## src/design/segtri_pkg.sv

```systemverilog
`default_nettype none
package segtri_pkg;

  // Coordinate format: signed Q8.8
  localparam int CW    = 16;
  localparam int IDX_W = 2;
  localparam int REG_W = 3 * CW;

  // Vertex and segment differences
  localparam int DW  = CW + 1;
  // Products of two differences, and the normal / squared-length sums
  localparam int NPW = 2 * DW;
  localparam int NW  = NPW + 1;
  // Plane dot products
  localparam int PPW = NW + DW;
  localparam int AW  = PPW + 1;
  // Magnitude bound of the plane numerator and denominator
  localparam int ABW = 3 * CW + 3;
  // Split point of the numerator for the scaling multiply
  localparam int SPL = (ABW + 1) / 2;
  // Division remainder and quotient
  localparam int RW  = ABW + CW;
  localparam int QW  = CW + 1;

  // Barycentric dot products and the split multiplier
  localparam int BW  = NW;
  localparam int MW  = BW;
  localparam int ML  = (MW + 1) / 2;
  localparam int MPW = 2 * MW;
  localparam int SW  = MPW + 2;

  typedef enum logic [IDX_W-1:0] {
    REG_VERTEX_A = 2'd0,
    REG_VERTEX_B = 2'd1,
    REG_VERTEX_C = 2'd2
  } reg_idx_t;

endpackage
`default_nettype wire

```

## src/design/segtri_mul.sv

```systemverilog
`default_nettype none
module segtri_mul (
  input  logic                                clk,
  input  logic                                en,
  input  logic signed [segtri_pkg::MW-1:0]    a,
  input  logic signed [segtri_pkg::MW-1:0]    b,
  output logic signed [segtri_pkg::MPW-1:0]   p
);
  import segtri_pkg::*;

  logic signed [MW-ML-1:0]   ah, bh;
  logic        [ML-1:0]      al, bl;
  logic signed [2*(MW-ML)-1:0] hh_r;
  logic signed [MW+1:0]      hl_r, lh_r;
  logic        [2*ML-1:0]    ll_r;
  logic signed [MPW-1:0]     p_r;

  // Split each operand into a signed high half and an unsigned low half
  assign ah = a[MW-1:ML];
  assign al = a[ML-1:0];
  assign bh = b[MW-1:ML];
  assign bl = b[ML-1:0];

  // Register the partial products, then register their sum
  always_ff @(posedge clk) begin
    if (en) begin
      hh_r <= ah * bh;
      hl_r <= ah * $signed({1'b0, bl});
      lh_r <= $signed({1'b0, al}) * bh;
      ll_r <= al * bl;
      p_r  <= (MPW'(hh_r) << (2 * ML)) + ((MPW'(hl_r) + MPW'(lh_r)) << ML) + MPW'(ll_r);
    end
  end

  assign p = p_r;

endmodule
`default_nettype wire

```

## config.mk

```make
export PLATFORM = sky130hd
export DESIGN_NAME = segtri_mul
export DESIGN_NICKNAME = d
export VERILOG_FILES = /design/src/design/segtri_pkg.sv /design/src/design/segtri_mul.sv
export SDC_FILE = /design/constraint.sdc
export NUM_CORES = 2
export LEC_CHECK = 0
export CAP_MARGIN = 20
export CELL_PAD_IN_SITES_DETAIL_PLACEMENT = 0
export CELL_PAD_IN_SITES_GLOBAL_PLACEMENT = 1
export CORE_MARGIN = 2
export CORE_UTILIZATION = 40
export DETAILED_ROUTE_END_ITERATION = 7
export DONT_BUFFER_PORTS = 1
export PLACE_DENSITY = 0.73
export REMOVE_ABC_BUFFERS = 1
export SYNTH_ARGS = -nofsm -noshare
export SYNTH_HDL_FRONTEND = slang
export SYNTH_SLANG_ARGS = --single-unit
```

## constraint.sdc

```tcl
create_clock -name clk -period 8.66 [get_ports clk]
set_input_delay 0.866 -clock clk [delete_from_list [all_inputs] [get_ports clk]]
set_output_delay 0.866 -clock clk [all_outputs]
set_load 0.02 [all_outputs]
```

==> flow_summary.ini <==
[run_status]
outcome = finished, final reports clean

[worst_setup_path]
worst_path_max_delay_cell = fa_1
worstSetupPathType = input port to flip-flop
critPathMostFrequentCell = fa_1
max_stage_delay_ps = 520
endpoint_kind = flip-flop
path_delay_family = adder cells
crit_required_ps = 9040
reg2reg_slack_ps = 2410
cp-startpoint = b[34]
crit_path_start_kind = input port
cp-endpoint = lh_r[34]
r2r_start = hl_r[6]
reg2reg_depth = 20
path_max_fanout = 14
worstPathCellList = inv_1 > nor2_1 > fa_1 > fa_1 > fa_1 > fa_1 > fa_1 > inv_1 > fa_1 > inv_1 > ha_1 > nand3_1 > nor4_1 > nand2_1 > a211oi_1 > nor3_2 > o221ai_2 > a211oi_2 > o31ai_1 > a21oi_1 > xnor2_1
worstPathArrival_ps = 6860
cp.depth = 21
path_buf_inv = 3
rr_endpoint = p[66]

[cts]
ctsLongestPathBuffers = 3
cts_tree = done
cts.sinks = 212
postCtsSetupRepairBufs = 0
clk_latency_ps = 640
hold_buffers = 0
clk_pin_slew_ps = 60
cts-root-buf = clkbuf_16
cts-htree-levels = 1
cts_buffers = 31
cts_resized = 0

[placed_design]
dp_hpwl_um = 102800
gp_congestion = 0.8761
post-place-ws_ps = 1631
port_buffers = 0

[flow_run]
max_cap_viol_count = 0

[cells_and_area]
nFillCells = 13190
area_growth_pct = 4.338
layout-drive-gt1-share_pct = 1.672
nNetsFinal = 7066

[timing]
fin_skew_ps = 18.56
finalWorstSetupSlack_ps = 2187
layout_min_cycle_time_ps = 6473
hold_ws_ps = 414.2
maxSlewViolCount = 0
worstMarginPinSlew_ps = 1077
hold_viol = 0
clock.fmax_mhz = 154.5
setup_tns_ps = 0
rsz0062_at_grt = no
final.period_utilization_pct = 74.75
slew_headroom_pct = 28.22
setup_viol_count_final = 0

[detailed_routing]
drc_errors = 0
routed_wl_um = 140400
antenna_left = 0
via_per_inst = 5.124
num_vias = 36900
avgRoutedWirePerCell_um = 19.50
firstDrtPassIters = 6
dr.first_iter.drc_count = 2269

[floorplan]
io_pins = 142
die_area_um2 = 134700
die_y_um = 367.1
start_util_pct = 40.21
die_x_um = 367.1
core-area_um2 = 131100
rows = 133

[logic_synthesis]
syn_inst = 5627
ys.flop_type = edfxtp_1
yosysMostFrequentCell = inv_1
synth_top_area_share_pct = 39.18
syn_avg_cell_area_um2 = 9.371
synth-edff-count = 212
synth_area_um2 = 52730
ys_types = 85
synth-seq-cells = 212
synth.area.top_cells = fa_1 (39%), ha_1 (13%), edfxtp_1 (12%)
synth_common_cells = inv_1 (1232), fa_1 (1032), nand2_1 (689)
ys_warn_count = 0
async_reset_ff_share_pct = 0
ys_seq_area_share_pct = 12.07
synth_largest_area_cell = fa_1

[global_route]
track_usage_pct = 21.79
grt_max_degree = 213
grt_overflow = 0
first_global_vias = 40200
antenna_found_initial = 1
grt_pass1_wl_um = 230600

[worst_hold_path]
min_path_type = flip-flop to flip-flop
hold_start = ll_r[8]
registers in the layout, summed over array words and instances (netlist names):
| register | count |
|---|---|
| ll_r | 36 |
| hh_r | 34 |
| p | 70 |
| hl_r | 36 |
| lh_r | 36 |
metal layers:
metal  part of all wire [%]  track usage [%]  vias up
met1                     46            31.05    19080
met5                 0.0093           0.1068        -
met3                    6.4            3.703      128
met4                    1.9            3.980        2
li1                       -                -    16740
met2                     46            35.08      953
worst min-delay path by stage:
stage | to | cells past startpoint
global route | lh_r[0] | 1
floorplan | p[0] | 0
global placement | p[3] | 0
CTS | hh_r[0] | 1
finish | p[8] | 0
detailed placement | p[10] | 0
metrics by stage:
step / area (um2) / cells / util [%]
floorplan: 51810 / 5384 / -
global placement: 54010 / 7140 / 41.19
detailed placement: 54020 / 7142 / 41.20
CTS: 55010 / 7198 / 41.95
global route: 55010 / 7198 / 41.95
finish: 55020 / 7200 / 41.96
logic make-up (layout without fill, tap and decap cells):
family                   after synthesis  in the layout  share of synthesized area, %
adder cells (fa/ha/maj)             1574           1574                         52.04
buffers and inverters               1475           1291                         10.51
other                                  0              2                             0
XOR/XNOR                             199            199                         3.305
AND/OR/NAND/NOR                     1602           1602                         15.03
multiplexers                           1              1                       0.01898
flip-flops                           212            212                         12.07
AO/OA/AOI/OAI                        564            564                         7.024
area by class of cell:
class,instances,area [um2],share of cell area [%]
Antenna cell,2,5.005,0.009097
Clock buffer,36,794.5,1.444
Clock inverter,20,192.7,0.3502
Inverter,1232,4624,8.406
Multi-Input combinational cell,3940,40820,74.20
Sequential cell,212,6366,11.57
Tap cell,1755,2196,3.991
Timing Repair Buffer,3,17.52,0.03184
placed cells by master (no fill, tap or decap), drive strengths merged, types with 83 or more instances in the layout:
master and n:
xnor2 154, fa 1032, ha 542, o21ai 105
inv 1234, and2 584, nor2 138, nand2 689
a21oi 192, a21o 83, edfxtp 212
Power is not shown: default switching activity piles up to over one toggle a cycle in this logic, so the estimate is an artifact.
